### config.mk
export PLATFORM = sky130hd
export DESIGN_NAME = pddm_accum
export DESIGN_NICKNAME = d
export VERILOG_FILES = /design/src/pddm_pkg.sv /design/src/pddm_accum.sv
export SDC_FILE = /design/constraint.sdc
export NUM_CORES = 1
export LEC_CHECK = 0
export BUFFER_PORTS_ARGS = -buffer_cell sky130_fd_sc_hd__buf_2
export CORE_UTILIZATION = 25
export DETAILED_ROUTE_END_ITERATION = 6
export GPL_TIMING_DRIVEN = 0
export PLACE_DENSITY_LB_ADDON = 0.25
export SYNTH_ARGS = -nofsm -noshare
export SYNTH_HDL_FRONTEND = slang
export SYNTH_SLANG_ARGS = --single-unit
### constraint.sdc
create_clock -name aclk -period 5.6 [get_ports aclk]
set_input_delay 1.68 -clock aclk [delete_from_list [all_inputs] [get_ports aclk]]
set_output_delay 1.68 -clock aclk [all_outputs]
set_load 0.05 [all_outputs]
### src/pddm_pkg.sv
// Shared types and constants for the PID differential-drive mixer.
`default_nettype none

package pddm_pkg;

    // Stream and configuration widths
    localparam int unsigned InDataWidth  = 16;
    localparam int unsigned OutDataWidth = 32;
    localparam int unsigned CfgIdxWidth  = 3;
    localparam int unsigned CfgDataWidth = 32;
    localparam int unsigned FracBits     = 24;

    // Motor command ceiling
    localparam logic [7:0] SpeedMax = 8'd250;

    // Configuration register indexes
    typedef enum logic [CfgIdxWidth-1:0] {
        REG_TARGET_POSITION     = 3'd0,
        REG_BASE_SPEED          = 3'd1,
        REG_GAIN_P              = 3'd2,
        REG_GAIN_I_TIMES_PERIOD = 3'd3,
        REG_GAIN_D_OVER_PERIOD  = 3'd4
    } cfg_index_t;

    // Reset values of the configuration registers
    localparam logic [15:0] TargetReset = 16'sd0;
    localparam logic [7:0]  BaseReset   = 8'd100;
    localparam logic [31:0] GainPReset  = 32'd1900544;
    localparam logic [31:0] GainIReset  = 32'd0;
    localparam logic [31:0] GainDReset  = 32'd3276800;

    // Error stage result: error, updated integral, error difference (all Q8.8)
    typedef struct packed {
        logic [16:0] err;
        logic [31:0] err_sum;
        logic [17:0] err_diff;
    } err_stage_t;

    // Product stage result: the three PID terms in Q.24
    typedef struct packed {
        logic [48:0] p_term;
        logic [63:0] i_term;
        logic [49:0] d_term;
    } prod_stage_t;

    // Output beat fields
    typedef struct packed {
        logic [15:0] correction;
        logic [7:0]  right_speed;
        logic [7:0]  left_speed;
    } result_t;

endpackage

`default_nettype wire

### src/pddm_accum.sv
// Accumulate stage: sums the three PID terms into the Q.24 correction.
`default_nettype none

module pddm_accum
    import pddm_pkg::*;
(
    input  wire logic        aclk,
    input  wire logic        aresetn,
    input  wire logic        in_valid,
    output logic             in_ready,
    input  wire prod_stage_t in_data,
    output logic             out_valid,
    input  wire logic        out_ready,
    output logic [63:0]      out_acc
);

    logic        valid_reg;
    logic [63:0] acc_reg;
    logic [63:0] acc_next;
    logic        load;

    assign in_ready = !valid_reg || out_ready;
    assign load     = in_valid && in_ready;

    // Sign-extend and add; the total stays inside 64 bits
    assign acc_next = {{15{in_data.p_term[48]}}, in_data.p_term}
                    + in_data.i_term
                    + {{14{in_data.d_term[49]}}, in_data.d_term};

    always_ff @(posedge aclk) begin
        if (!aresetn) begin
            valid_reg <= 1'b0;
        end else if (in_ready) begin
            valid_reg <= in_valid;
        end
    end

    // Hold payload
    always_ff @(posedge aclk) begin
        if (load) begin
            acc_reg <= acc_next;
        end
    end

    assign out_valid = valid_reg;
    assign out_acc   = acc_reg;

endmodule

`default_nettype wire

; After elaboration in Yosys (flattened, before gate mapping)
; Index checks and enable logic that the tools add are counted.
; Widths: inputs -> output; s select.
[classes]
addsub = 2
n_reduce_logical = 3
[ops]
columns = operator, count
row1 = $add 64x64->64, 2
row2 = $logic_and 1x1->1, 1
row3 = $logic_not 1->1, 1
row4 = $logic_or 1x1->1, 1
[word_totals]
regBits = 65
output_inout_bits = 66

; Logic depth before layout (Yosys ltp)
[logic_depth]
depth_word = 3
depth_mapped = 13
depth_no_buf = 13

; Worst setup path before layout
; OpenSTA, ideal clock, no wires.
[synth_path]
kind = in2reg
from = input port in_data[1] in the netlist's numbering
to = register acc_reg[55], in the netlist out_acc[55] (data pin)
arrival_time_ps = 4221
t_required_ps = 5335
slack_ps = 1115
path_stages = 11
n_path_buf = 0
path_cell_list = fa_1 > ha_1 > fa_1 > a211oi_2 > o211ai_1 > a21bo_1 > a31o_2 > a31oi_4 > o21ai_4 > a41oi_2 > xnor2_1
[synth_between]
elab_chain_len = 1
[synth_rtl]
columns = item, line_no
row1 = "start, declared", pddm_accum.sv:11  ; input wire prod_stage_t in_data,
row2 = $add 64x64->64, pddm_accum.sv:28  ; + {{14{in_data.d_term[49]}}, in_data.d_term};
row3 = via acc_next[55], pddm_accum.sv:19  ; logic [63:0] acc_next;
row4 = "end signal, assigned", pddm_accum.sv:41  ; acc_reg <= acc_next;
row5 = "end, declared", pddm_accum.sv:18  ; logic [63:0] acc_reg;
; The timed path passes the listed nets, and every way through them passes these cells.
; A chain may end at the register's enable or synchronous reset.

; Worst setup path in the final report
[layout_path]
from = input port in_data[1] in the netlist's numbering
to = register acc_reg[57], in the netlist out_acc[57] (data pin)
; The elaborated chain is that of the path after synthesis.

==> results_tabular.tex <==
\begin{tabular}{lr}
\hline
Metric & Value \\
\hline
\multicolumn{2}{l}{\textbf{Run status}} \\
\quad Run status & finished, final reports clean \\
\multicolumn{2}{l}{\textbf{STA}} \\
\quad Ratio of final minimum period to clock period & 86.6\% \\
\quad Skew final & 0.00641 ns \\
\quad Relative max-transition margin & 54.9\% \\
\quad Setup repair after global routing missed its margin & false \\
\quad FMAX & 0.206 GHz \\
\quad Final period demand of the worst path & 4.85 ns \\
\quad Measured slew at the worst slew-check pin & 0.671 ns \\
\quad Hold Fails Final Rpt & 0 \\
\quad Summed negative setup slack over all endpoints & 0 ns \\
\quad Number of max-slew violations in the final report & 0 \\
\quad Final count of negative-setup-slack endpoints & 0 \\
\multicolumn{2}{l}{\textbf{Power}} \\
\quad Clk pwr share & 16.3\% \\
\quad Switching component of the power & 0.00152 W \\
\quad PD cells & 347 nW/um\^{}2 \\
\quad P\_leak & between 3 and 4 nW \\
\quad Proportion of total power due to net switching & 48.2\% \\
\quad Sequential fraction of design power & 24.1\% \\
\quad IR Drop Worst-Case VDD & 0.000134 V \\
\quad Total internal power & 0.00163 W \\
\quad Combinational cell fraction of total power & between 50\% and 60\% \\
\multicolumn{2}{l}{\textbf{Worst setup path}} \\
\quad Startpoint type of the worst setup path & input port \\
\quad Cell repeated most along the worst path & sky130\_fd\_sc\_hd\_\_fa\_1 \\
\quad Worst setup EP type & register \\
\quad Crit Reg-Reg Startpoint & out\_valid \\
\quad Critical-path cell list & buf\_2 > fa\_1 > ha\_1 > fa\_1 > a211oi\_2 > o211ai\_1 > nand3\_1 > o211ai\_2 > a31oi\_2 > o21bai\_1 > a31oi\_1 > xnor2\_1 \\
\quad CP Launch Point & in\_data[1] \\
\quad Biggest fanout along the worst timing path & 5 \\
\quad Critical Path AT & slightly below 5 ns \\
\quad Critical Path Slowest Stage Cell & sky130\_fd\_sc\_hd\_\_fa\_1 \\
\quad Critical path required time & 5.67 ns \\
\quad Kind of critical path & input port to register \\
\quad Largest stage delay, worst path & 0.50 ns \\
\multicolumn{2}{l}{\textbf{Place}} \\
\quad HPWL after detailed placement & 17.7 mm \\
\quad Port Buffer Count & $\sim$230 \\
\quad GP Congestion & 0.815 \\
\quad Area after detailed placement & 8820 um\^{}2 \\
\multicolumn{2}{l}{\textbf{Routing}} \\
\quad Starting DRT DRC Count & 372 \\
\quad Vias post-DR & 6280 \\
\quad Number of vias per cell after detailed routing & 4.71 \\
\quad Antenna-violating nets left & 0 \\
\quad Wirelength, routed & 21.0 mm \\
\quad Post-detailed-route DRC marker count & 0 \\
\quad Initial DRT Pass Iterations & 4 \\
\quad Average wire per standard cell & 15.7 um \\
\multicolumn{2}{l}{\textbf{Clocking}} \\
\quad Clock-pin slew on the worst setup and hold paths & 0.06 ns \\
\quad Number of hold buffers added after CTS & 0 \\
\quad Number of buffers inserted during clock tree synthesis & 9 \\
\quad Sink Count & 65 \\
\quad CTS tree & built \\
\quad Root cell of the clock tree & sky130\_fd\_sc\_hd\_\_clkbuf\_16 \\
\quad Post\_cts resized & 0 \\
\quad Clk\_lat worst skew & 0.34 ns \\
\quad Post-CTS Setup Repair Bufs & 0 \\
\quad H-tree lvl count & 3 \\
\quad CTS Buffer Depth & 2 \\
\multicolumn{2}{l}{\textbf{Yosys}} \\
\quad Biggest area contributors in the synthesized netlist & sky130\_fd\_sc\_hd\_\_edfxtp\_1, sky130\_fd\_sc\_hd\_\_fa\_1, sky130\_fd\_sc\_hd\_\_ha\_1 \\
\quad Count of flip-flops with a built-in enable after synthesis & 64 \\
\quad Dominant cell by count in the synthesized netlist & sky130\_fd\_sc\_hd\_\_a21oi\_1 \\
\quad Sequential area share after synthesis & 27.1\% \\
\quad Total of flip-flops plus latches after synthesis & 65 \\
\quad Post-synthesis cell type with the largest combined area & sky130\_fd\_sc\_hd\_\_edfxtp\_1 \\
\quad Async S/R FF share, synth & 0\% \\
\quad Syn. warnings & 0 \\
\quad Total nets after synthesis & 999 \\
\quad Yosys top cell area share & between 20\% and 30\% \\
\quad Distinct cell type count after synthesis & 63 \\
\quad Synthesized area per cell & 10.1 um\^{}2 \\
\quad Top cell types by occurrence after synthesis & sky130\_fd\_sc\_hd\_\_a21oi\_1, sky130\_fd\_sc\_hd\_\_edfxtp\_1, sky130\_fd\_sc\_hd\_\_fa\_1 \\
\quad Cell count after synthesis & between 700 and 800 \\
\quad Prevailing post-synth register cell & sky130\_fd\_sc\_hd\_\_edfxtp\_1 \\
\quad Post-synth design cell area & 7160 um\^{}2 \\
\multicolumn{2}{l}{\textbf{GRT}} \\
\quad Maximum number of pins on one net before global-route repair & 39 \\
\quad Sum of overflow across all layers after global routing & 0 \\
\quad Busiest layer in global routing & met2 \\
\quad Wire length of the first global-routing pass & 32.7 mm \\
\quad Met1 Use GR & 19.1\% \\
\quad Via count of the first global-routing pass & 6267 \\
\quad GR Util All Layers & around 14\% \\
\quad GRT met3 Usage & 2.32\% \\
\quad GR Layer Usage met2 & 24.0\% \\
\quad Number of antenna violations at the first check in global routing & 0 \\
\multicolumn{2}{l}{\textbf{Job}} \\
\quad Max-capacitance violation count & 0 \\
\multicolumn{2}{l}{\textbf{Floorplan}} \\
\quad I/O Pins & approximately 230 \\
\quad Die Y & roughly 170 um \\
\quad Rows & just over 60 \\
\quad Die boundary width & 171 um \\
\quad Initial core utilization & between 20 and 30\% \\
\quad Core area & 28000 um\^{}2 \\
\quad Total die area & just under 30000 um\^{}2 \\
\multicolumn{2}{l}{\textbf{Finish}} \\
\quad Area growth from synthesis to final layout & 26.8\% \\
\quad Layout Nets & 1243 \\
\quad Layout cell share with drive strength beyond 1 & 30.6\% \\
\quad Cell area after layout & between 9000 and 10000 um\^{}2 \\
\quad Number of diodes & 0 \\
\multicolumn{2}{l}{\textbf{Min path}} \\
\quad Worst Hold Class & register to register \\
\quad Hold path startpoint & out\_valid \\
\hline
\end{tabular}
## path summary, 6_finish.rpt
check	end	slack [ns]	depth (start not counted)
hold / removal	out_valid	0.55	2
hold reg to reg	out_valid	0.55	2
setup reg to reg	out_acc[26]	4.14	3
setup / recovery	out_acc[57]	0.75	12
## metal layers
layer	vias to the layer above	routed length (um)
li1	3120	-
met1	2961	9780
met2	184	9720
met3	15	1180
met4	0	282
met5	-	0
## metrics by stage
step / total power [W] / setup WS, ns / std cells / util (%) / hold slack (ns)
after detailed placement: 0.00266 / 0.418 / 1317 / 31.5 / 0.550
after CTS: 0.00320 / 0.765 / 1332 / 32.4 / 0.555
after floorplan: 0.00215 / 1.11 / 706 / - / 1.15
final: 0.00315 / 0.751 / 1332 / 32.4 / 0.550
after global placement: 0.00266 / 0.388 / 1316 / 31.4 / 0.500
after global routing: 0.00339 / 0.644 / 1332 / 32.4 / 0.584
## final cells by class
type	count	area, um^2
Fill cell	2960	18900
Buffer	23	120
Clock buffer	9	225
Timing Repair Buffer	233	1190
Inverter	16	60.1
Multi-Input combinational cell	602	5040
Tap cell	378	473
Sequential cell	65	1940
Clock inverter	6	26.3
## flip-flops by register name, indices dropped and copies added (netlist names)
register	flops
out_valid	1
out_acc	64
## kinds of logic (layout without fill, tap and decap cells)
group                      after synthesis  count (layout)  synth area share, %
xor gates and xnor gates                64              64                 7.83
and+or+nand+nor                        181             181                 12.9
DFF                                     65              65                 27.1
AOI/OAI and AO/OA                      231             231                 20.9
adders and majority gates              126             126                 28.7
buffers and inverters                   39             287                 2.52
## cell usage in the layout (no fill, tap or decap), types with 4 or more instances in the layout
cell / instances
sky130_fd_sc_hd__fa_1: 64
sky130_fd_sc_hd__o21ai_1: 4
sky130_fd_sc_hd__nor2_1: 37
sky130_fd_sc_hd__o211ai_1: 9
sky130_fd_sc_hd__edfxtp_1: 64
sky130_fd_sc_hd__nand2_1: 62
sky130_fd_sc_hd__xnor2_1: 42
sky130_fd_sc_hd__inv_1: 16
sky130_fd_sc_hd__nand4_1: 15
sky130_fd_sc_hd__a21oi_1: 82
sky130_fd_sc_hd__a21o_1: 25
sky130_fd_sc_hd__a21boi_0: 6
sky130_fd_sc_hd__and2_1: 6
sky130_fd_sc_hd__xor2_1: 22
sky130_fd_sc_hd__nand3_1: 11
sky130_fd_sc_hd__a211oi_1: 4
sky130_fd_sc_hd__a31oi_1: 12
sky130_fd_sc_hd__and3_1: 8
sky130_fd_sc_hd__nor3_2: 4
sky130_fd_sc_hd__clkbuf_1: 6
sky130_fd_sc_hd__clkbuf_16: 9
sky130_fd_sc_hd__o31ai_1: 8
sky130_fd_sc_hd__buf_2: 246
sky130_fd_sc_hd__o21ai_0: 41
sky130_fd_sc_hd__o21bai_1: 9
sky130_fd_sc_hd__or3_1: 4
sky130_fd_sc_hd__nor3_1: 12
sky130_fd_sc_hd__ha_1: 62
## power groups by stage
stage	combinational, W	clock [W]	sequential (W)
3_3_place_gp	0.00188	0	0.000775
2_1_floorplan	0.000944	0	0.00120
3_5_place_dp	0.00189	0	0.000772
4_1_cts	0.00190	0.000542	0.000764
6_report	0.00188	0.000515	0.000761
5_1_grt	0.00206	0.000549	0.000774
## worst max-delay path, delay by kind of cell
| kind | cells | cell delay [ns] |
|---|---|---|
| XOR/XNOR | 1 | 0.15 |
| AO/OA/AOI/OAI | 6 | 1.62 |
| buffers and inverters | 1 | 0.11 |
| AND/OR/NAND/NOR | 1 | 0.15 |
| adder cells (fa/ha/maj) | 3 | 1.21 |
No activity file was read; power rests on OpenSTA's default activity.
