<file path="src/pddm_pkg.sv">
// Shared types and constants for the PID differential-drive mixer.
`default_nettype none

package pddm_pkg;

    // Stream and configuration widths
    localparam int unsigned InDataWidth  = 16;
    localparam int unsigned OutDataWidth = 32;
    localparam int unsigned CfgIdxWidth  = 3;
    localparam int unsigned CfgDataWidth = 32;
    localparam int unsigned FracBits     = 24;

    // Motor command ceiling
    localparam logic [7:0] SpeedMax = 8'd250;

    // Configuration register indexes
    typedef enum logic [CfgIdxWidth-1:0] {
        REG_TARGET_POSITION     = 3'd0,
        REG_BASE_SPEED          = 3'd1,
        REG_GAIN_P              = 3'd2,
        REG_GAIN_I_TIMES_PERIOD = 3'd3,
        REG_GAIN_D_OVER_PERIOD  = 3'd4
    } cfg_index_t;

    // Reset values of the configuration registers
    localparam logic [15:0] TargetReset = 16'sd0;
    localparam logic [7:0]  BaseReset   = 8'd100;
    localparam logic [31:0] GainPReset  = 32'd1900544;
    localparam logic [31:0] GainIReset  = 32'd0;
    localparam logic [31:0] GainDReset  = 32'd3276800;

    // Error stage result: error, updated integral, error difference (all Q8.8)
    typedef struct packed {
        logic [16:0] err;
        logic [31:0] err_sum;
        logic [17:0] err_diff;
    } err_stage_t;

    // Product stage result: the three PID terms in Q.24
    typedef struct packed {
        logic [48:0] p_term;
        logic [63:0] i_term;
        logic [49:0] d_term;
    } prod_stage_t;

    // Output beat fields
    typedef struct packed {
        logic [15:0] correction;
        logic [7:0]  right_speed;
        logic [7:0]  left_speed;
    } result_t;

endpackage

`default_nettype wire

</file>
<file path="src/pddm_mix.sv">
// Mix stage: forms both motor speeds and the whole-number correction.
`default_nettype none

module pddm_mix
    import pddm_pkg::*;
(
    input  wire logic        aclk,
    input  wire logic        aresetn,
    input  wire logic        in_valid,
    output logic             in_ready,
    input  wire logic [63:0] in_acc,
    input  wire logic [7:0]  base_speed,
    output logic             out_valid,
    input  wire logic        out_ready,
    output result_t          out_data
);

    logic               valid_reg;
    result_t            data_reg;
    result_t            data_next;
    logic               load;
    logic signed [64:0] thr;
    logic signed [64:0] acc_ext;
    logic signed [64:0] right_q24;
    logic signed [64:0] left_q24;
    logic signed [39:0] corr_floor;
    logic signed [39:0] corr_trunc;
    logic               round_up;

    // Clamp a Q.24 speed to 0..SpeedMax, truncating the fraction
    function automatic logic [7:0] clamp_speed(input logic signed [64:0] v);
        logic [7:0] s;
        if (v[64] || v == '0) begin
            s = 8'd0;
        end else if (v[64:FracBits] > {33'd0, SpeedMax}) begin
            s = SpeedMax;
        end else begin
            s = v[FracBits+7:FracBits];
        end
        return s;
    endfunction

    assign in_ready = !valid_reg || out_ready;
    assign load     = in_valid && in_ready;

    always_comb begin
        thr        = $signed({33'd0, base_speed, 24'd0});
        acc_ext    = $signed({in_acc[63], in_acc});
        right_q24  = thr + acc_ext;
        left_q24   = thr - acc_ext;
        // Round the correction toward zero, then saturate to 16 bits
        corr_floor = $signed(in_acc[63:FracBits]);
        round_up   = in_acc[63] && (in_acc[FracBits-1:0] != '0);
        corr_trunc = corr_floor + $signed({39'd0, round_up});
        if (corr_trunc > 40'sd32767) begin
            data_next.correction = 16'h7fff;
        end else if (corr_trunc < -40'sd32768) begin
            data_next.correction = 16'h8000;
        end else begin
            data_next.correction = corr_trunc[15:0];
        end
        // Zero throttle stops both motors
        if (base_speed == 8'd0) begin
            data_next.right_speed = 8'd0;
            data_next.left_speed  = 8'd0;
        end else begin
            data_next.right_speed = clamp_speed(right_q24);
            data_next.left_speed  = clamp_speed(left_q24);
        end
    end

    always_ff @(posedge aclk) begin
        if (!aresetn) begin
            valid_reg <= 1'b0;
        end else if (in_ready) begin
            valid_reg <= in_valid;
        end
    end

    // Hold payload
    always_ff @(posedge aclk) begin
        if (load) begin
            data_reg <= data_next;
        end
    end

    assign out_valid = valid_reg;
    assign out_data  = data_reg;

endmodule

`default_nettype wire

</file>
<file path="config.mk">
export PLATFORM = sky130hd
export DESIGN_NAME = pddm_mix
export DESIGN_NICKNAME = d
export VERILOG_FILES = /design/src/pddm_pkg.sv /design/src/pddm_mix.sv
export SDC_FILE = /design/constraint.sdc
export NUM_CORES = 1
export LEC_CHECK = 0
export BUFFER_PORTS_ARGS = -buffer_cell sky130_fd_sc_hd__buf_2
export CORE_ASPECT_RATIO = 1.75
export CORE_UTILIZATION = 40
export DETAILED_ROUTE_END_ITERATION = 7
export SLEW_MARGIN = 25
export SYNTH_ARGS = -nofsm -noshare
export SYNTH_HDL_FRONTEND = slang
export SYNTH_SLANG_ARGS = --single-unit
</file>
<file path="constraint.sdc">
create_clock -name aclk -period 4.6 [get_ports aclk]
set_clock_uncertainty 0.1 [all_clocks]
set_input_delay 0.46 -clock aclk [delete_from_list [all_inputs] [get_ports aclk]]
set_output_delay 0.46 -clock aclk [all_outputs]
set_load 0.01 [all_outputs]
</file>
==> Word-level counts from Yosys, hierarchy flattened <==
Index checks and enable logic that the tools add are counted.
{ "word_totals": {"ff_bits": 33, "in_bits": 76, "output_inout_bits": 34, "wordCells": 30} }
{ "classes": {"add_sub_neg": 3, "order_cmp": 4, "mux": 3, "reduce_logical": 14} }
{ "op_table": {"columns": ["cell", "n"], "rows": [
  ["65-bit zero test", 2],
  ["41-bit by 8-bit greater-than comparator with 1-bit output, second input constant", 2],
  ["33-bit by 64-bit adder with 65-bit output", 1],
  ["33-bit by 64-bit subtractor with 65-bit output", 1],
  ["40-bit by 2-bit adder with 40-bit output", 1],
  ["40-bit by 16-bit greater-than comparator with 1-bit output, second input constant", 1],
  ["40-bit by 16-bit < comparator with 1-bit output, second input constant", 1],
  ["24-bit nonzero test", 1],
  ["16-bit two-way mux", 1],
  ["8-bit two-way mux", 2],
  ["8-bit zero test", 1],
  ["3-bit OR reduction", 2],
  ["2-bit OR reduction", 2],
  ["1-bit logical OR", 3],
  ["1-bit logical AND", 2],
  ["1-bit zero test", 1]
]} }

==> Depth between registers and ports, before layout <==
Gate-level depths: netlist of run 1.
{ "depth": {"depth_word": 5, "mapped_depth": 16, "ltp_nobuf": 15} }

==> Least setup slack after synthesis of run 1 <==
OpenSTA, ideal clock, no wires.
{ "synth_path": {"path_kind": "input-to-reg", "startpoint": "input in_acc[11]", "endpoint": "register data_reg (netlist bit out_data[16]) (data pin)", "setup_ns": 0.270, "t_arrival_ns": 3.730, "required_time_ns": 4.230, "path_slack_ns": 0.500, "cell_stages": 16, "n_path_buf": 1, "cell_sequence": "nor3_1 -> and4_1 -> and3_1 -> nor2b_1 -> ha_1 -> ha_1 -> inv_1 -> nor4_2 -> nand3_1 -> nor4b_2 -> mux2i_1 -> o21ai_0 -> o211ai_1 -> o41ai_2 -> clkbuf_1 -> o21ai_0"} }
{ "synth_via": {"elab_chain_cells": 5, "elab_cells_between_ends": 6, "cone_classes": "1 x add/sub; 2 x order compare; 1 x mux; 2 x reduce/logical"} }
{ "synth_rtl": {"columns": ["element", "line", "text"], "rows": [
  ["start, declared", "pddm_mix.sv:11", "input wire logic [63:0] in_acc,"],
  ["24-bit nonzero test (*)", "pddm_mix.sv:53", "round_up = in_acc[63] && (in_acc[FracBits-1:0] != '0);"],
  ["1-bit logical AND (*)", "pddm_mix.sv:53", null],
  ["40-bit by 2-bit adder with 40-bit output (*)", "pddm_mix.sv:54", "corr_trunc = corr_floor + $signed({39'd0, round_up});"],
  ["40-bit by 16-bit < comparator with 1-bit output", "pddm_mix.sv:57", "end else if (corr_trunc < -40'sd32768) begin"],
  ["16-bit two-way mux", "pddm_mix.sv:57", null],
  ["end signal, assigned", "pddm_mix.sv:83", "data_reg <= data_next;"],
  ["end, declared", "pddm_mix.sv:19", "result_t data_reg;"]
]} }
Mark *: on every way between the ends. The rest lies on a longest branch, timed or not.
A chain may end at the register's enable or synchronous reset.

==> Worst setup path in the final report of run 1 <==
{ "layout_path": {"startpoint": "input in_acc[11]", "endpoint": "register data_reg (netlist bit out_data[17]) (data pin)"} }
The elaborated chain is that of the path after synthesis.

==> results of run 1 <==
routing by layer:
layer,global-route usage,up-vias
met5,0,-
met4,0.188,0
met3,0.0230,82
met2,0.623,314
met1,0.338,2846
li1,-,2763
stage by stage:
step	total power, mW	setup slack, ns	cell area [um^2]	hold WS (ns)
detailed placement	0.778	0.227	5730	0.441
floorplan	0.625	0.500	5020	0.499
finish	1.17	0.471	5900	0.337
CTS	1.16	0.494	5900	0.342
global route	1.22	0.145	5900	0.339
global placement	0.773	0.350	5730	0.404
worst paths after layout:
check / from / end / slack, ns / cells past startpoint
worst max-delay path: in_acc[11] / out_data[17]$_SDFFCE_PN1P_ / 0.47 / 18
worst min register to register: out_valid$_SDFFE_PN0N_ / out_valid$_SDFFE_PN0N_ / 0.45 / 2
worst min-delay path: aresetn / out_valid$_SDFFE_PN0N_ / 0.34 / 2
worst max register to register: out_valid$_SDFFE_PN0N_ / out_data[10]$_SDFFCE_PP0P_ / 3.23 / 3
registers in the layout (all words and copies together), names as in the netlist:
signal,count
out_data,32
out_valid,1
layout make-up:
| type | instances | area, um^2 | share of cell area |
|---|---|---|---|
| well taps | 165 | 206 | 0.0350 |
| flip-flops and latches | 33 | 981 | 0.166 |
| clock inverters | 1 | 30.0 | 0.00509 |
| inverters | 37 | 139 | 0.0235 |
| repair buffers | 129 | 696 | 0.118 |
| multi-input cells | 566 | 3710 | 0.628 |
| clock buffers | 7 | 143 | 0.0242 |
cells in the mapped netlist, types with 7 or more instances:
cell	number
a211o_1	7
nor2_1	55
and2_1	7
nand2b_1	7
o21ai_0	33
xnor2_1	42
edfxtp_1	32
o211ai_1	12
nand2_1	55
and3_1	16
ha_1	18
nand4_1	25
or3_1	12
nor3_1	36
nand3_1	42
xor2_1	12
nor4_1	20
clkbuf_1	34
a211oi_1	8
a21oi_1	31
inv_1	37
worst reg2reg max path, stage by stage (launching register included):
cell and delay, ns:
dfxtp_1 0.31, nand2b_1 0.09, and2_1 0.14, buf_4 0.38
logic make-up (layout without fill, tap and decap cells):
group | after synthesis | count (layout) | synth area share
AOI/OAI and AO/OA | 167 | 167 | 0.231
xor gates and xnor gates | 54 | 54 | 0.0943
muxes | 8 | 8 | 0.0165
DFF | 33 | 33 | 0.196
buffers and inverters | 80 | 174 | 0.0653
adders and majority gates | 19 | 19 | 0.0489
and+or+nand+nor | 318 | 318 | 0.348
layout by cell type (no fill, tap or decap), drive strengths merged, types with 5 or more instances in the layout:
cell	instances
a211oi	8
a2111oi	5
clkbuf	7
o21ai	36
ha	18
nor4	24
xor2	12
and2	8
xnor2	42
o211ai	12
nor3b	6
nand2b	7
nand4	25
nor2	55
o31ai	5
nor4b	5
or3	12
nand2	55
a21oi	31
o2111ai	6
inv	37
a31oi	6
nor3	37
o21bai	5
edfxtp	32
a211o	7
or4	8
mux2i	6
and3	16
nand3	42
buf	129
power by group through the flow:
| stage | clock, mW | sequential, mW | combinational [mW] |
|---|---|---|---|
| finish | 0.390 | 0.357 | 0.425 |
| global route | 0.399 | 0.359 | 0.461 |
| CTS | 0.389 | 0.358 | 0.417 |
| detailed placement | 0 | 0.364 | 0.415 |
| global placement | 0 | 0.363 | 0.410 |
| floorplan | 0 | 0.375 | 0.250 |
==> impl_metrics.ini, run 1 <==
[synthesis]
synth_area_mm2 = 0.00502
ys.flop_type = edfxtp_1
ys_seq_area_frac = 0.196
synth_top_area_frac = 0.192
ys_top_cells_by_area = edfxtp_1 19%, xnor2_1 7.3%, ha_1 4.5%
synthArstFlopShare = 0
synth.largest_area_cell = edfxtp_1
synth_seq_cells = 33
synth_warnings = 0
yosysUniqueCellTypes = 77
synth-edff-count = 32
avgSynthCellArea_um2 = 7.39
synth_cells = 679
syn_nets = 774

[drt]
drt-initial-drc-count = 366
dr_wl_met2_mm = 11.0
post_drt_wl_per_cell_um = 22.0
via_count = 6005
met3_wirelength_mm = 1.15
drc = 1
wl_mm = 20.6
wl_met1_mm = 7.23
routed_via_density = 6.40
ant_nets = 0
highest_layer = met4
drtPass1Iterations = 8

[critical_path]
cp_slowest_stage_delay_ns = 0.41
cp.required_ns = 4.51
crit_path_top_delay_cell = nor4b_2
worstPathArrival_ns = 4.04
cp_num_buf_inv = 4
cp-end-kind = register
crit_path_cell_trace = buf_2 > nor3_1 > and4_1 > and3_1 > nor2b_1 > ha_1 > ha_1 > inv_1 > nor4_2 > buf_4 > nand3_1 > nor4b_2 > mux2i_1 > o21ai_0 > o211ai_1 > o41ai_2 > buf_4 > o21ai_0
critical_path.max_fanout = 15
path_delay_family = simple AND/OR/NAND/NOR gates
cp-start-kind = input pin
crit_type = in -> reg

[sta]
tightest_slew_ns = 0.794
hold_viol_final = 0
min_period_ns = 4.13
setup_tns_ns = 0
rsz0062_at_grt = false
clock.fmax_ghz = 0.242
slew_headroom = 0.471
fin_crit_sh = 0.898
setup_viol = 0
slew_violations = 0

[final_layout]
n_fill_cell = 1255
syn_to_final_growth_pct = 17.7
final_util = 0.486
drive_above_1_share = 0.204
layout.cells.non_filler = 938
fin_nets = 867
diodes = 0

[cts]
clock-root-buffer = clkbuf_16
postCtsSetupRepairBufs = 0
worstSkewPairLatency_ns = 0.28
cts_tree = yes
clk_pin_slew_ns = 0.05
numCtsBuffers = 5
cts.sinks = 33
cts_buffer_depth = 2
cts_hold_buf = 0
cts_resized = 0
cts_max_level = 2

[power]
p_per_area_mw_per_mm2 = 199
p_switching_mw = 0.400
pwr-share-seq = 0.305
pwr-share-clk = 0.332
leakagePower_nw = 2.19
p_comb_frac = 0.363
max-vdd-ir-drop_mv = 0.147
p_sw_frac = 0.341
power.internal_mw = 0.773

[hold_path]
min_path_type = in -> reg

[die]
coreArea_mm2 = 0.0121
rows = 53
ios = 110
dieArea_mm2 = 0.0130
die-width_um = 86.7
die_height_um = 150
start_util = 0.413

[outcome]
violations = design-rule violations
status = finished with violations

[grt]
antenna_found_initial = 0
grtUsageTotal = 0.324
overflow = 0
grt_pass1_vias = 5886
grt_pass1_wl_mm = 31.8
grt_max_degree = 33

[placed_design]
io_buffer_count = 109
place.gp.congestion = 1.06
place_hpwl_mm = 16.6
dp_cells = 930

[flow_run]
cap_violations = 0
(Power assumes the default switching activity.)
==> run 2, diff against run 1 <==
==> constraint.sdc (replaced) <==
create_clock -name aclk -period 4 [get_ports aclk]
set_clock_uncertainty 0.1 [all_clocks]
set_input_delay 0.4 -clock aclk [delete_from_list [all_inputs] [get_ports aclk]]
set_output_delay 0.4 -clock aclk [all_outputs]
set_load 0.01 [all_outputs]
==> run 2 against run 1 <==
  * The run now ends clean
  * Combinational power rose by 28%
  * Largest cell class unchanged
  * Sequential share of layout area fell by 1.4 points
  * Worst hold slack got worse by 0.060 ns
  * Global-route usage rose by 0.42 points
  * Critical path type unchanged
  * Clock-buffer cell count fell by 2
  * Setup slack got worse by 0.14 ns
  * Total power rose by 13%
  * Clock power fell by 5.1%
  * Register-to-register slack got worse by 0.58 ns
==> impl_metrics.ini, run 2 (same netlist as run 1, synthesis figures left out) <==
[outcome]
status = finished, final reports clean

[placed_design]
post-place-ws_ns = -0.0928
io_buffer_count = 109
placed_area_mm2 = 0.00630
place_hpwl_mm = 17.3
place.gp.congestion = 1.06
dp_cells = 1003

[final_layout]
syn_to_final_growth_pct = 28.9
final_area_mm2 = 0.00647
fin_nets = 940
final_util = 0.533
largest_reg_flops = 32
final_common_cell = buf_2
drive_above_1_share = 0.279
layout.cells.non_filler = 1011
most-common-layout-cells = 109 x buf_2, 92 x buf_4, 55 x nor2_1, 55 x nand2_1
diodes = 0

[critical_path]
critical_path.max_fanout = 15
rr_worst_depth = 3
crit_type = in -> reg
crit_start = in_acc[5]
cp.required_ns = 3.91
rrSetupSlack_ns = 2.65
cp_slowest_stage_delay_ns = 0.49
timing.rr.end = out_data[8]$_SDFFCE_PP0P_
crit_path_top_delay_cell = or4b_1
rr_startpoint = out_valid$_SDFFE_PN0N_
crit_path_cell_trace = buf_2 > nor4_2 > and4_1 > and3_1 > nor2b_1 > ha_1 > ha_1 > inv_1 > nor4_4 > nand2_1 > nor2_1 > xnor2_1 > or4b_1 > o41ai_2 > buf_4 > o21ai_0
cp-end-kind = register
cp-start-kind = input pin
cpMostUsedCell = ha_1
worstPathArrival_ns = 3.58

[die]
die-width_um = 86.7
coreArea_mm2 = 0.0121
ios = 110
dieArea_mm2 = 0.0130
rows = 53
die_height_um = 150
start_util = 0.413

[drt]
via_count = 6345
drc = 0
ant_nets = 0
drtPass1Iterations = 5
wl_mm = 21.1
routed_via_density = 6.28
post_drt_wl_per_cell_um = 20.9
drt-initial-drc-count = 412

[power]
p_per_area_mw_per_mm2 = 205
total_power_mw = 1.33
max-vdd-ir-drop_mv = 0.128
leakagePower_nw = 2.54

[sta]
slew_headroom = 0.451
hold_ws_ns = 0.277
min_period_ns = 3.67
setup_tns_ns = 0
rsz0062_at_grt = false
hold_viol_final = 0
slew_violations = 0
setup_viol = 0
clock.fmax_ghz = 0.272
tightest_slew_ns = 0.823
fin_ws_ns = 0.326
fin_crit_sh = 0.918

[hold_path]
min_path_type = in -> reg
hold_depth = 2
min_to = out_valid$_SDFFE_PN0N_
hold_start = aresetn

[cts]
clock-root-buffer = clkbuf_16
numCtsBuffers = 5
clk_pin_slew_ns = 0.05
postCtsSetupRepairBufs = 0
worstSkewPairLatency_ns = 0.28
cts_tree = yes
cts_max_level = 2
cts.sinks = 33
cts_buffer_depth = 2

[grt]
overflow = 0
grt_pass1_wl_mm = 32.3
grt_pass1_vias = 6255
antenna_found_initial = 0
grt_max_degree = 33
grtUsageTotal = 0.329

[flow_run]
cap_violations = 0
## run 2: routing by layer
metal  part of all wire  GRT usage  up-vias
met5                  0          0        -
met4              0.090      0.275        0
met3              0.066     0.0417      120
met2               0.51      0.596      375
met1               0.34      0.326     2946
li1                   -          -     2904
## run 2: final cells by class
class	count	area, um^2
multi-input combinational	566	3740
clock buffer	5	125
timing repair buffer	202	1260
clock inverter	3	17.5
fill	1221	5670
tap	165	206
inverter	37	139
sequential	33	981
## run 2: worst max path at each step
stage	slack (ns)	endpoint	depth (start not counted)
floorplan	0.05	out_data[16]$_SDFFCE_PN1P_	16
global placement	0.03	out_data[20]$_SDFFCE_PN1P_	16
detailed placement	-0.09	out_data[19]$_SDFFCE_PN1P_	17
CTS	0.20	out_data[19]$_SDFFCE_PN1P_	17
global route	0.03	out_data[22]$_SDFFCE_PN1P_	19
finish	0.33	out_data[19]$_SDFFCE_PN1P_	16
## run 2: report_power, final
group	internal [mW]	total (mW)	switching, mW
sequential	0.406	0.411	0.00435
combinational	0.215	0.545	0.330
clock	0.228	0.370	0.142
total	0.849	1.33	0.476
## run 2: timing repair
item / 4_1_cts / 5_1_grt
hold buffers: 0 / 0
gates resized for setup: 0 / 4
setup endpoints to repair: 0 / 15
## run 2: critical path, delay by kind of cell
family | cells | cell delay [ns]
adders and majority gates | 2 | 0.43
xor gates and xnor gates | 1 | 0.24
and+or+nand+nor | 8 | 1.68
AOI/OAI and AO/OA | 2 | 0.39
buffers and inverters | 3 | 0.44
