$ cat src/pddm_pkg.sv
// Shared types and constants for the PID differential-drive mixer.
`default_nettype none

package pddm_pkg;

    // Stream and configuration widths
    localparam int unsigned InDataWidth  = 16;
    localparam int unsigned OutDataWidth = 32;
    localparam int unsigned CfgIdxWidth  = 3;
    localparam int unsigned CfgDataWidth = 32;
    localparam int unsigned FracBits     = 24;

    // Motor command ceiling
    localparam logic [7:0] SpeedMax = 8'd250;

    // Configuration register indexes
    typedef enum logic [CfgIdxWidth-1:0] {
        REG_TARGET_POSITION     = 3'd0,
        REG_BASE_SPEED          = 3'd1,
        REG_GAIN_P              = 3'd2,
        REG_GAIN_I_TIMES_PERIOD = 3'd3,
        REG_GAIN_D_OVER_PERIOD  = 3'd4
    } cfg_index_t;

    // Reset values of the configuration registers
    localparam logic [15:0] TargetReset = 16'sd0;
    localparam logic [7:0]  BaseReset   = 8'd100;
    localparam logic [31:0] GainPReset  = 32'd1900544;
    localparam logic [31:0] GainIReset  = 32'd0;
    localparam logic [31:0] GainDReset  = 32'd3276800;

    // Error stage result: error, updated integral, error difference (all Q8.8)
    typedef struct packed {
        logic [16:0] err;
        logic [31:0] err_sum;
        logic [17:0] err_diff;
    } err_stage_t;

    // Product stage result: the three PID terms in Q.24
    typedef struct packed {
        logic [48:0] p_term;
        logic [63:0] i_term;
        logic [49:0] d_term;
    } prod_stage_t;

    // Output beat fields
    typedef struct packed {
        logic [15:0] correction;
        logic [7:0]  right_speed;
        logic [7:0]  left_speed;
    } result_t;

endpackage

`default_nettype wire

$ cat src/pddm_error.sv
// Error stage: forms the error, the saturated integral and the difference term.
`default_nettype none

module pddm_error
    import pddm_pkg::*;
(
    input  wire logic        aclk,
    input  wire logic        aresetn,
    input  wire logic        in_valid,
    output logic             in_ready,
    input  wire logic [15:0] pos,
    input  wire logic [15:0] target_position,
    output logic             out_valid,
    input  wire logic        out_ready,
    output err_stage_t       out_data
);

    logic              valid_reg;
    err_stage_t        data_reg;
    err_stage_t        data_next;
    logic signed [31:0] error_sum_reg;
    logic signed [16:0] last_error_reg;
    logic signed [16:0] err;
    logic signed [32:0] sum_wide;
    logic signed [31:0] sum_sat;
    logic              load;

    assign in_ready = !valid_reg || out_ready;
    assign load     = in_valid && in_ready;

    // Error, saturating integral and difference against the previous error
    always_comb begin
        err      = $signed({target_position[15], target_position})
                 - $signed({pos[15], pos});
        sum_wide = $signed({error_sum_reg[31], error_sum_reg})
                 + $signed({{16{err[16]}}, err});
        if (sum_wide[32] != sum_wide[31]) begin
            sum_sat = sum_wide[32] ? {1'b1, 31'd0} : {1'b0, {31{1'b1}}};
        end else begin
            sum_sat = sum_wide[31:0];
        end
        data_next.err      = err;
        data_next.err_sum  = sum_sat;
        data_next.err_diff = $signed({err[16], err})
                           - $signed({last_error_reg[16], last_error_reg});
    end

    // Advance the stage and commit the controller state on each beat taken
    always_ff @(posedge aclk) begin
        if (!aresetn) begin
            valid_reg      <= 1'b0;
            error_sum_reg  <= '0;
            last_error_reg <= '0;
        end else begin
            if (in_ready) begin
                valid_reg <= in_valid;
            end
            if (load) begin
                error_sum_reg  <= sum_sat;
                last_error_reg <= err;
            end
        end
    end

    // Hold payload
    always_ff @(posedge aclk) begin
        if (load) begin
            data_reg <= data_next;
        end
    end

    assign out_valid = valid_reg;
    assign out_data  = data_reg;

endmodule

`default_nettype wire

$ cat config.mk
export PLATFORM = sky130hd
export DESIGN_NAME = pddm_error
export DESIGN_NICKNAME = d
export VERILOG_FILES = /design/src/pddm_pkg.sv /design/src/pddm_error.sv
export SDC_FILE = /design/constraint.sdc
export NUM_CORES = 1
export LEC_CHECK = 0
export BUFFER_PORTS_ARGS = -buffer_cell sky130_fd_sc_hd__buf_4
export CAP_MARGIN = 20
export CORE_UTILIZATION = 55
export DETAILED_ROUTE_END_ITERATION = 10
export PLACE_DENSITY = 0.81
export SETUP_SLACK_MARGIN = 0.5
export SLEW_MARGIN = 20
export SYNTH_ARGS = -nofsm -noshare
export SYNTH_HDL_FRONTEND = slang
export SYNTH_SLANG_ARGS = --single-unit
$ cat constraint.sdc
create_clock -name aclk -period 12.2 [get_ports aclk]
set_clock_uncertainty 0.1 [all_clocks]
set_input_delay 2.44 -clock aclk [delete_from_list [all_inputs] [get_ports aclk]]
set_output_delay 2.44 -clock aclk [all_outputs]
set_load 0.01 [all_outputs]
---- After elaboration in Yosys (flattened, before gate mapping) ----
Index checks and enable logic that the tools add are counted.
word-level totals
  logic and storage cells ................. 15
  output and inout bits ................... 69
  register bits after elaboration ......... 117
  input bits .............................. 36
cells by class
  reductions and logical operators ........ 3
  mux-type cells .......................... 2
  add/subtract/negate cells ............... 3
  equality and inequality tests ........... 1
operators with widths
  cell                 count
  $mux W32             2
  $add A32 B17 Y33     1
  $sub A17 B17 Y18     1
  $sub A16 B16 Y17     1
  $logic_and A1 B1 Y1  1
  $logic_not A1 Y1     1
  $logic_or A1 B1 Y1   1
  $ne A1 B1 Y1         1

---- Depth between registers and ports, before layout ----
Gate-level depths: netlist (run 1).
  depth after elaboration ................. 4
  gate-level depth with buffers ........... 24

---- Worst setup path after synthesis (run 1) ----
OpenSTA, ideal clock, no wires.
  path kind ............................... input -> register
  start ................................... input pos[2]
  end ..................................... register data_reg (netlist bit out_data[30]), data pin
  setup time .............................. 0.270 ns
  arrival ................................. 6.877 ns
  path buffers ............................ 2
  slack ................................... 4.953 ns
  stages .................................. 21
  cells stage by stage .................... inv_1 > ha_1 > nor2b_1 > o21ai_0 > a21oi_1 > o211ai_1 > a21oi_1 > nor3_1 > nor3_1 > nor2_1 > ha_1 > clkbuf_1 > a21o_1 > a21o_1 > a21oi_1 > nor2_1 > o32ai_4 > nand2_4 > o41ai_4 > clkbuf_2 > o21ai_0
RTL lines
  what                    line              RTL
  start: declaration      pddm_error.sv:11  input wire logic [15:0] pos,
  end signal: assignment  pddm_error.sv:68  data_reg <= data_next;
  end: declaration        pddm_error.sv:19  err_stage_t data_reg;

==> results.txt, run 1 <==
----------------------------------------------------
[Run status]
  Result of the run ... finished clean

[Layout]
  Number of flip-flops under the largest register name ... 67
  Most used cells in the layout excluding fill and tap cells ... buf_4, nand2_1, edfxtp_1
  Number of antenna diodes ... 0
  Commonest non-fill, non-tap cell in the layout ... buf_4
  Number of nets in the finished design ... approximately 1000
  Layout Area Growth over Synthesis ... 20.8%
  Utilization after layout ... between 60 and 70%
  Area of all placed cells without fillers ... just over 9000 µm²
  Fin cells ... 1075
  Layout cells sized above 1 ... approximately a fifth

[Timing]
  Final-layout setup total negative slack ... 0 ps
  Final period util ... between 60 and 70%
  Number of slew-limit violations in the final report ... 0
  Number of failing setup endpoints in the final timing report ... 0
  Smallest hold slack ... roughly 350 ps
  Worst slew margin relative to its limit ... about 40%
  Maximum clock frequency ... between 100 and 150 MHz
  RSZ-0062 raised after global routing ... no
  Min Tclk post-route ... 8200 ps
  Final count of hold timing violations ... 0
  Setup ws final ... between 4000 and 5000 ps
  Transition time of the tightest slew-check pin ... approximately 900 ps

[Clock network]
  CTS tree ... done
  Number of H-tree branching levels ... 4
  Clock transition at the registers of the reported paths ... 50 ps
  Number of sinks on the clock net ... about 120
  Max Root-Sink Buffers ... 2
  Total clock buffers created by CTS ... 17
  Number of setup buffers added after CTS ... 0
  Clock tree root driver cell ... clkbuf_16
  PostCTS Resize Cnt ... 0
  Hold-fix buffers at CTS ... 0
  Clock Latency Late Sink ... approximately 420 ps

[Critical path]
  Maximum fanout encountered on the critical timing path ... 34
  Highest cell delay on the worst timing path ... roughly 740 ps
  Kind of cell adding the most delay to the critical path ... compound AO/OA/AOI/OAI gates
  Crit path buf inv count ... 3
  Number of cell instances on the worst register-to-register path ... 11
  Cells along the critical path ... buf_4 > ha_1 > fa_1 > nor2b_1 > o21ai_0 > a21oi_1 > o211ai_1 > a21oi_1 > nor3_1 > nor3_1 > nor2_1 > buf_4 > ha_1 > a21oi_1 > o21ai_0 > a221oi_1 > o21ai_0 > a21oi_1 > o21ai_1 > mux2i_4 > or2_1 > buf_4 > o211ai_2
  CP Launch Type ... input pin
  Cell type with the highest occurrence count on the critical path ... a21oi_1
  Category of the critical setup timing path ... in2reg
  Critical Path RT ... approximately 12000 ps
  Kind of end point of the critical path ... register
  Total stage count of the critical path ... 23
  Arrival @ worst endpoint ... roughly 8400 ps
  Cell type of the slowest stage on the worst timing path ... mux2i_4

[Die]
  Chip Height ... 119 µm
  Initial core utilization ... a little under three fifths
  Die outline width ... approximately 120 µm
  Total Die Area ... between 10000 and 15000 µm²
  Std cell rows ... between 40 and 50
  Core outline area ... around 13000 µm²
  Ports ... about 110

[GRT]
  Number of global-route vias before repair ... 5813
  Total Routing Usage GR ... between 20% and 30%
  Number of antenna violations at the first check in global routing ... 0
  Largest net degree at the start of global routing ... 61
  Total congestion overflow ... 0
  Wire length of the first global-routing pass ... 28400 µm

[Logic synthesis]
  Proportion of netlist area held by the largest area contributor ... around a quarter
  Post-synthesis instance area ... 7550 µm²
  Ys Warns ... 0
  Cell count after synthesis ... 781
  Mapped Avg Cell Area ... 9.67 µm²
  Leading area contributor after synthesis ... edfxtp_1
  Net Count, Synth ... ~890
  Number of distinct library cells after synthesis ... a little under 80
  Synthesized flop and latch total ... about 120
  FFs w/ async S/R, synth ... 0%
  Count of flip-flops with a built-in enable after synthesis ... 67
  Most frequently used flop master after synthesis ... edfxtp_1
  Most area-consuming cells after synthesis ... edfxtp_1, dfxtp_1, ha_1, o211ai_2, nand2_1
  Sequential-to-total area share from yosys stat ... 39.9%

[Detailed routing]
  Number of routed nets with antenna violations ... 0
  Routed length per placed instance ... approximately 16 µm
  Number of vias after detailed routing ... 6233
  Initial DRT Pass Iterations ... 6
  Total Routed Length ... ~17000 µm
  Avg Vias per Cell ... 5.80
  Detailed Route Iter0 Violations ... ~350
  Total DRC errors in the routed layout ... 0

[Worst hold path]
  HP Class ... reg2reg
  Hold Crit Depth ... 2

[Placed design]
  Global placement routability congestion ... around 0.91
  Inst Count DP ... 1043
  Worst setup slack before clock tree synthesis ... around 3700 ps
  Placed Area ... between 8000 and 9000 µm²
  Final HPWL from detailed placement ... approximately 12000 µm
  Port-buffer cells ... 104

[Pwr]
  Worst VDD drop ... between 0.09 and 0.1 mV
  Power density relative to cell area ... ~210 nW/µm²
  Overall power ... 1.93 mW
  Leakage power ... around 4.0 nW

[Run]
  Maxcap violations ... 0

----------------------------------------------------
[worst register-to-register path, stage by stage (launching register included)]
cell      delay, ps
dfxtp_1         330
ha_1            380
o211ai_1        130
o211ai_1        350
a41oi_1         270
o21ai_1         350
a21oi_1         170
o21ai_1         290
mux2i_4         810
or2_1           540
buf_4           410
o211ai_2        160
[cells in the mapped netlist, types with 8 or more instances]
master     n
and3_1    10
inv_1     61
dfxtp_1   50
nor3_1    13
edfxtp_1  67
clkbuf_1  17
ha_1      65
nor2b_1   13
a21oi_1   58
o21ai_0   59
a21o_1    20
a211oi_1  10
nand2_1   82
nand3_1   14
o211ai_1   8
xor2_1    19
nor2_1    44
o211ai_2  25
xnor2_1   30
[kinds of logic after synthesis]
| kind of cell | Yosys count | share of synthesized area [%] |
|---|---|---|
| AO/OA/AOI/OAI | 244 | 23.9 |
| XOR/XNOR | 49 | 5.68 |
| multiplexers | 4 | 0.596 |
| adder cells (fa/ha/maj) | 68 | 11.6 |
| AND/OR/NAND/NOR | 213 | 13.5 |
| flip-flops | 117 | 39.9 |
| buffers and inverters | 86 | 4.85 |
[final timing paths]
kind                           start            endpoint  slack [ps]
setup / recovery              pos[0]   error_sum_reg[12]        4000
setup reg to reg    error_sum_reg[2]   error_sum_reg[12]        7770
hold reg to reg   last_error_reg[11]  last_error_reg[11]         350
hold / removal    last_error_reg[11]  last_error_reg[11]         350
[where the power goes]
| group | leakage [nW] | switching (mW) | total (mW) | internal [mW] |
|---|---|---|---|---|
| Sequential | 1.06 | 0.0411 | 0.599 | 0.558 |
| Clock | 0.313 | 0.175 | 0.537 | 0.362 |
| Combinational | 2.61 | 0.453 | 0.791 | 0.338 |
[metal layers]
metal / up-vias / track usage [%] / part of all wire, % / routed length (µm)
met5: - / 0 / 0 / 0
met4: 0 / 11.6 / 2.7 / 465
met3: 37 / 4.98 / 5.0 / 854
met2: 197 / 40.8 / 47 / 8110
met1: 2920 / 32.6 / 45 / 7740
li1: 3079 / - / - / -
[area by class of cell]
cell class	count	area, µm²
Clock buffer	25	529
Clock inverter	7	113
Fill cell	1035	4170
Inverter	61	230
Multi-Input combinational cell	578	4180
Sequential cell	117	3010
Tap cell	176	220
Timing Repair Buffer	111	833
Note: power is estimated with default switching activity, not from simulation.
==> run 2, diff against run 1 <==
CORE_UTILIZATION = 53   (was 55)
clock period = 7.5 ns   (was 12.2 ns; I/O delays follow)
==> results.txt, run 2 (same netlist as run 1, synthesis figures left out) <==
----------------------------------------------------
[Timing]
  Final period util ... between 80% and 90%
  Number of slew-limit violations in the final report ... 0 (unchanged)
  Worst slew margin relative to its limit ... 44.7% (was 40.0%)
  Final-layout setup total negative slack ... 0 ps (unchanged)
  Maximum clock frequency ... ~150 MHz
  RSZ-0062 raised after global routing ... no (unchanged)
  Min Tclk post-route ... 6610 ps
  Number of failing setup endpoints in the final timing report ... 0 (unchanged)
  Final count of hold timing violations ... 0 (unchanged)
  Transition time of the tightest slew-check pin ... 830 ps (was 882 ps)

[Die]
  Chip Height ... 121 µm (was 119 µm)
  Die outline width ... 121 µm (was 119 µm)
  Core outline area ... 13900 µm² (was 13300 µm²)
  Std cell rows ... 43 (was 42)
  Initial core utilization ... 54.4% (was 56.8%)
  Ports ... 105 (unchanged)
  Total Die Area ... 14700 µm² (was 14200 µm²)

[Critical path]
  CP Launch Type ... input pin (unchanged)
  Critical Path RT ... 7550 ps (was 12380 ps)
  Kind of end point of the critical path ... register (unchanged)
  Arrival @ worst endpoint ... 6670 ps (was 8370 ps)
  Category of the critical setup timing path ... in2reg (unchanged)
  Maximum fanout encountered on the critical timing path ... 6 (was 34)

[GRT]
  Total congestion overflow ... 0 (unchanged)
  Total Routing Usage GR ... 24.7% (was 25.2%)
  Number of global-route vias before repair ... 5795 (was 5813)
  Wire length of the first global-routing pass ... 28400 µm (about the same)
  Largest net degree at the start of global routing ... 51 (was 61)
  Number of antenna violations at the first check in global routing ... 0 (unchanged)

[Clock network]
  Hold-fix buffers at CTS ... 0 (unchanged)
  Clock transition at the registers of the reported paths ... 60 ps (was 50 ps)
  CTS tree ... done (unchanged)
  Clock tree root driver cell ... clkbuf_16 (unchanged)
  Max Root-Sink Buffers ... 2 (unchanged)
  Clock Latency Late Sink ... 430 ps (was 420 ps)
  Number of sinks on the clock net ... 117 (unchanged)
  Total clock buffers created by CTS ... 17 (unchanged)
  Number of H-tree branching levels ... 4 (unchanged)

[Detailed routing]
  Initial DRT Pass Iterations ... 5 (was 6)
  Routed length per placed instance ... 16.2 µm (was 16.0 µm)
  Number of vias after detailed routing ... 6280 (was 6233)
  Total Routed Length ... 17600 µm (was 17200 µm)
  Number of routed nets with antenna violations ... 0 (unchanged)
  Avg Vias per Cell ... 5.78 (was 5.80)
  Detailed Route Iter0 Violations ... 469 (was 351)
  Total DRC errors in the routed layout ... 0 (unchanged)

[Placed design]
  Final HPWL from detailed placement ... 12200 µm (was 12100 µm)
  Port-buffer cells ... 104 (unchanged)
  Global placement routability congestion ... 0.930 (was 0.909)
  Inst Count DP ... 1050 (was 1043)

[Pwr]
  Overall power ... 3.15 mW (was 1.93 mW)
  Power density relative to cell area ... 342 nW/µm² (was 211 nW/µm²)
  Worst VDD drop ... 0.227 mV (was 0.0983 mV)
  Leakage power ... 4.03 nW (was 3.99 nW)

[Layout]
  Number of antenna diodes ... 0 (unchanged)
  Number of flip-flops under the largest register name ... 67 (unchanged)
  Fin cells ... 1087 (was 1075)
  Layout cells sized above 1 ... 21.9% (was 21.2%)
  Number of nets in the finished design ... 998 (was 990)
  Layout Area Growth over Synthesis ... 21.6% (was 20.8%)
  Most used cells in the layout excluding fill and tap cells ... buf_4, nand2_1, edfxtp_1 (unchanged)
  Commonest non-fill, non-tap cell in the layout ... buf_4 (unchanged)

[Run status]
  Result of the run ... finished clean (unchanged)

[Worst hold path]
  HP Class ... reg2reg (unchanged)

[Run]
  Maxcap violations ... 0 (unchanged)

----------------------------------------------------
## run 2: cell types whose count changed in the layout (fill, tap and decap cells not counted), sizes merged
cell	delta
buf	+8
bufinv	+2
clkbuf	-4
clkinv	+2
## run 2: worst max-delay path: stages
cell	delay [ps]
buf_4	90
inv_1	40
ha_1	270
nor2b_1	140
o211ai_1	260
and3_1	250
o31ai_1	120
o41ai_1	520
o21ai_0	300
xor2_1	460
ha_1	390
a21o_1	240
o221ai_1	200
nor2b_1	290
a211oi_1	120
o31ai_1	490
o21ai_1	230
a311oi_1	380
xor2_1	250
o21ai_0	110
## run 2: final timing paths
check                                  startpoint           endpoint  slack (ps)  depth (start not counted)
worst max register to register   error_sum_reg[0]       out_data[48]        3820                         11
worst min-delay path            last_error_reg[3]  last_error_reg[3]         350                          2
worst min register to register  last_error_reg[3]  last_error_reg[3]         350                          2
worst max-delay path                       pos[1]       out_data[48]         890                         20
## run 2: what timing repair did
action                                  CTS  global route
endpoints found under the setup margin    0            62
setup buffers                             0             5
resized for setup                         0             3
## run 2: routing by layer
layer  GRT usage [%]  part of all wire, %  vias to the layer above
met1            33.0                   45                     2948
met2            39.7                   47                      212
met4            8.56                  2.3                        0
met5               0                    0                        -
li1                -                    -                     3082
met3            5.12                  5.3                       38
## run 2: layout make-up
class	count	area, µm²
clock inverters	11	181
repair buffers	119	906
well taps	180	225
multi-input cells	578	4190
clock buffers	21	440
inverters	61	230
fillers	1073	4690
flip-flops and latches	117	3010
## run 2: power by group
part / total, mW / internal, mW / leakage, nW / switching [mW]
Clock: 0.881 / 0.585 / 0.302 / 0.296
Combinational: 1.29 / 0.554 / 2.66 / 0.735
Sequential: 0.977 / 0.908 / 1.06 / 0.0690
## run 2: metrics by stage
stage | instance area (µm²) | hold WS [ps] | utilization, % | worst slack (ps)
after floorplan | 7550 | 336 | - | 1190
after global placement | 8500 | 343 | 61.2 | 417
after detailed placement | 8500 | 347 | 61.2 | 234
after CTS | 9120 | 354 | 65.7 | 607
after global routing | 9190 | 377 | 66.2 | 585
final | 9190 | 355 | 66.2 | 887
==> run 3, diff against run 2 <==
CORE_UTILIZATION = 55   (was 53)
clock period = 6.5 ns   (was 7.5 ns; I/O delays follow)
==> results.txt, run 3 (same netlist as run 1, synthesis figures left out) <==
----------------------------------------------------
[Die]
  Initial core utilization ... 56.8% (was 54.4%)
  Total Die Area ... 14200 µm² (was 14700 µm²)
  Die outline width ... 119 µm (was 121 µm)
  Ports ... 105 (unchanged)
  Std cell rows ... 42 (was 43)
  Core outline area ... 13300 µm² (was 13900 µm²)
  Chip Height ... 119 µm (was 121 µm)

[Timing]
  Smallest hold slack ... 355 ps (about the same)
  Transition time of the tightest slew-check pin ... 818 ps (was 830 ps)
  Final period util ... about 90%
  Number of failing setup endpoints in the final timing report ... 0 (unchanged)
  Min Tclk post-route ... between 5000 and 6000 ps
  Maximum clock frequency ... roughly 170 MHz
  Final-layout setup total negative slack ... 0 ps (unchanged)
  RSZ-0062 raised after global routing ... yes (was no)
  Worst slew margin relative to its limit ... 45.4% (was 44.7%)
  Final count of hold timing violations ... 0 (unchanged)
  Number of slew-limit violations in the final report ... 0 (unchanged)

[Placed design]
  Final HPWL from detailed placement ... 12500 µm (was 12200 µm)
  Port-buffer cells ... 104 (unchanged)
  Global placement routability congestion ... 0.925 (was 0.930)
  Placed Area ... 8640 µm² (was 8500 µm²)

[Critical path]
  Arrival @ worst endpoint ... 6010 ps (was 6670 ps)
  Number of cell instances on the worst register-to-register path ... 11 (unchanged)
  Worst reg-to-reg setup slack ... 3000 ps (was 3820 ps)
  Critical Path RT ... 6750 ps (was 7550 ps)
  FF-to-FF End ... out_data[48] (unchanged)
  Kind of end point of the critical path ... register (unchanged)
  Category of the critical setup timing path ... in2reg (unchanged)
  CP Launch Type ... input pin (unchanged)
  Cells along the critical path ... buf_4 > ha_1 > fa_1 > nor2b_1 > o21ai_0 > a21oi_2 > o211ai_1 > a21oi_2 > nor3_2 > nor3_2 > nor2_4 > ha_2 > and4_1 > nand2_1 > or3_4 > a211oi_4 > o311ai_4 > a211oi_2 > o31ai_2 > buf_4 > or2_4 > o211ai_2 (was buf_4 > inv_1 > ha_1 > nor2b_1 > o211ai_1 > and3_1 > o31ai_1 > o41ai_1 > o21ai_0 > xor2_1 > ha_1 > a21o_1 > o221ai_1 > nor2b_1 > a211oi_1 > o31ai_1 > o21ai_1 > a311oi_1 > xor2_1 > o21ai_0)
  Maximum fanout encountered on the critical timing path ... 11 (was 6)
  Highest cell delay on the worst timing path ... 420 ps (was 520 ps)
  RR Startpoint ... error_sum_reg[0] (unchanged)
  Cell type of the slowest stage on the worst timing path ... fa_1 (was o41ai_1)

[Clock network]
  Total clock buffers created by CTS ... 17 (unchanged)
  Number of sinks on the clock net ... 117 (unchanged)
  Hold-fix buffers at CTS ... 0 (unchanged)
  Clock tree root driver cell ... clkbuf_16 (unchanged)
  Number of H-tree branching levels ... 4 (unchanged)
  Clock transition at the registers of the reported paths ... 60 ps (about the same)
  Max Root-Sink Buffers ... 2 (unchanged)
  CTS tree ... done (unchanged)
  Clock Latency Late Sink ... 430 ps (about the same)

[Worst hold path]
  Endpoint of the worst hold-timing path ... last_error_reg[16] (was last_error_reg[3])
  Min-delay src ... last_error_reg[16] (was last_error_reg[3])
  Hold Crit Depth ... 2 (unchanged)
  HP Class ... reg2reg (unchanged)

[GRT]
  Met1 Resource Use GR ... 33.4% (was 33.0%)
  Met3 global-route usage ... 6.51% (was 5.12%)
  Most used routing layer ... met2 (unchanged)
  Number of antenna violations at the first check in global routing ... 0 (unchanged)
  Number of global-route vias before repair ... 5947 (was 5795)
  Wire length of the first global-routing pass ... 28700 µm (was 28400 µm)
  Total congestion overflow ... 0 (unchanged)
  Largest net degree at the start of global routing ... 48 (was 51)
  Total Routing Usage GR ... 25.7% (was 24.7%)
  Met2 usage in global routing ... 39.9% (was 39.7%)

[Detailed routing]
  Detailed Route Iter0 Violations ... 512 (was 469)
  Number of vias after detailed routing ... 6424 (was 6280)
  Total Routed Length ... 17900 µm (was 17600 µm)
  Avg Vias per Cell ... 5.85 (was 5.78)
  Number of routed nets with antenna violations ... 0 (unchanged)
  Total DRC errors in the routed layout ... 0 (unchanged)
  Routed length per placed instance ... 16.3 µm (was 16.2 µm)
  Initial DRT Pass Iterations ... 5 (unchanged)

[Layout]
  Layout Area Growth over Synthesis ... 24.6% (was 21.6%)
  Layout cells sized above 1 ... 25.4% (was 21.9%)
  Area of all placed cells without fillers ... 9410 µm² (was 9190 µm²)
  Most used cells in the layout excluding fill and tap cells ... buf_4, nand2_1, edfxtp_1 (unchanged)
  # fillers ... 992 (was 1073)
  Commonest non-fill, non-tap cell in the layout ... buf_4 (unchanged)
  Number of nets in the finished design ... 1014 (was 998)
  Utilization after layout ... 70.8% (was 66.2%)
  Number of flip-flops under the largest register name ... 67 (unchanged)
  Number of antenna diodes ... 0 (unchanged)

[Run]
  Maxcap violations ... 0 (unchanged)

[Pwr]
  Power density relative to cell area ... 387 nW/µm² (was 342 nW/µm²)
  Leakage power ... 4.14 nW (was 4.03 nW)
  Worst VDD drop ... 0.208 mV (was 0.227 mV)

[Run status]
  Result of the run ... finished clean (unchanged)

----------------------------------------------------
run 3: how the worst max path moves through the flow:
stage	startpoint	to	slack, ps	depth (start not counted)
global placement	pos[0]	out_data[48]	180	22
floorplan	pos[2]	out_data[30]	640	21
finish	pos[0]	error_sum_reg[28]	750	22
detailed placement	pos[0]	out_data[47]	50	22
global route	pos[0]	error_sum_reg[1]	480	23
CTS	pos[0]	error_sum_reg[1]	480	23
run 3: power breakdown:
| part | internal [mW] | switching (mW) |
|---|---|---|
| clock | 0.657 | 0.324 |
| combinational | 0.671 | 0.867 |
| sequential | 1.05 | 0.0750 |
run 3: worst max-delay path, delay by kind of cell:
| family | cells | cell delay, ps |
|---|---|---|
| AOI/OAI and AO/OA | 9 | 1760 |
| adders and majority gates | 3 | 1050 |
| buffers and inverters | 2 | 270 |
| and+or+nand+nor | 8 | 1610 |
run 3: area by class of cell:
class / instances / area (µm²) / share of cell area [%]
Inverter: 61 / 230 / 2.45
Clock buffer: 22 / 464 / 4.93
Multi-Input combinational cell: 578 / 4290 / 45.6
Clock inverter: 10 / 153 / 1.62
Timing Repair Buffer: 135 / 1040 / 11.1
Sequential cell: 117 / 3010 / 32.0
Tap cell: 176 / 220 / 2.34
run 3: per-layer routing:
metal	vias up	wire (µm)	part of all wire, %
met5	-	0	0
met4	0	590	3.3
met3	49	914	5.1
met2	226	8170	46
met1	3018	8200	46
li1	3131	-	-
run 3: per-stage QoR:
step	power [mW]	instances	setup slack [ps]
2_1_floorplan	2.15	781	639
3_3_place_gp	2.60	1064	175
3_5_place_dp	2.61	1064	53.8
4_1_cts	3.61	1096	480
5_1_grt	3.85	1099	484
6_report	3.64	1099	748
run 3: what timing repair did:
action	CTS	global route
endpoints found under the hold margin	0	0
resized for setup	7	23
endpoints found under the setup margin	18	62
cloned	0	1
pin swaps	0	4
buffers inserted	0	2
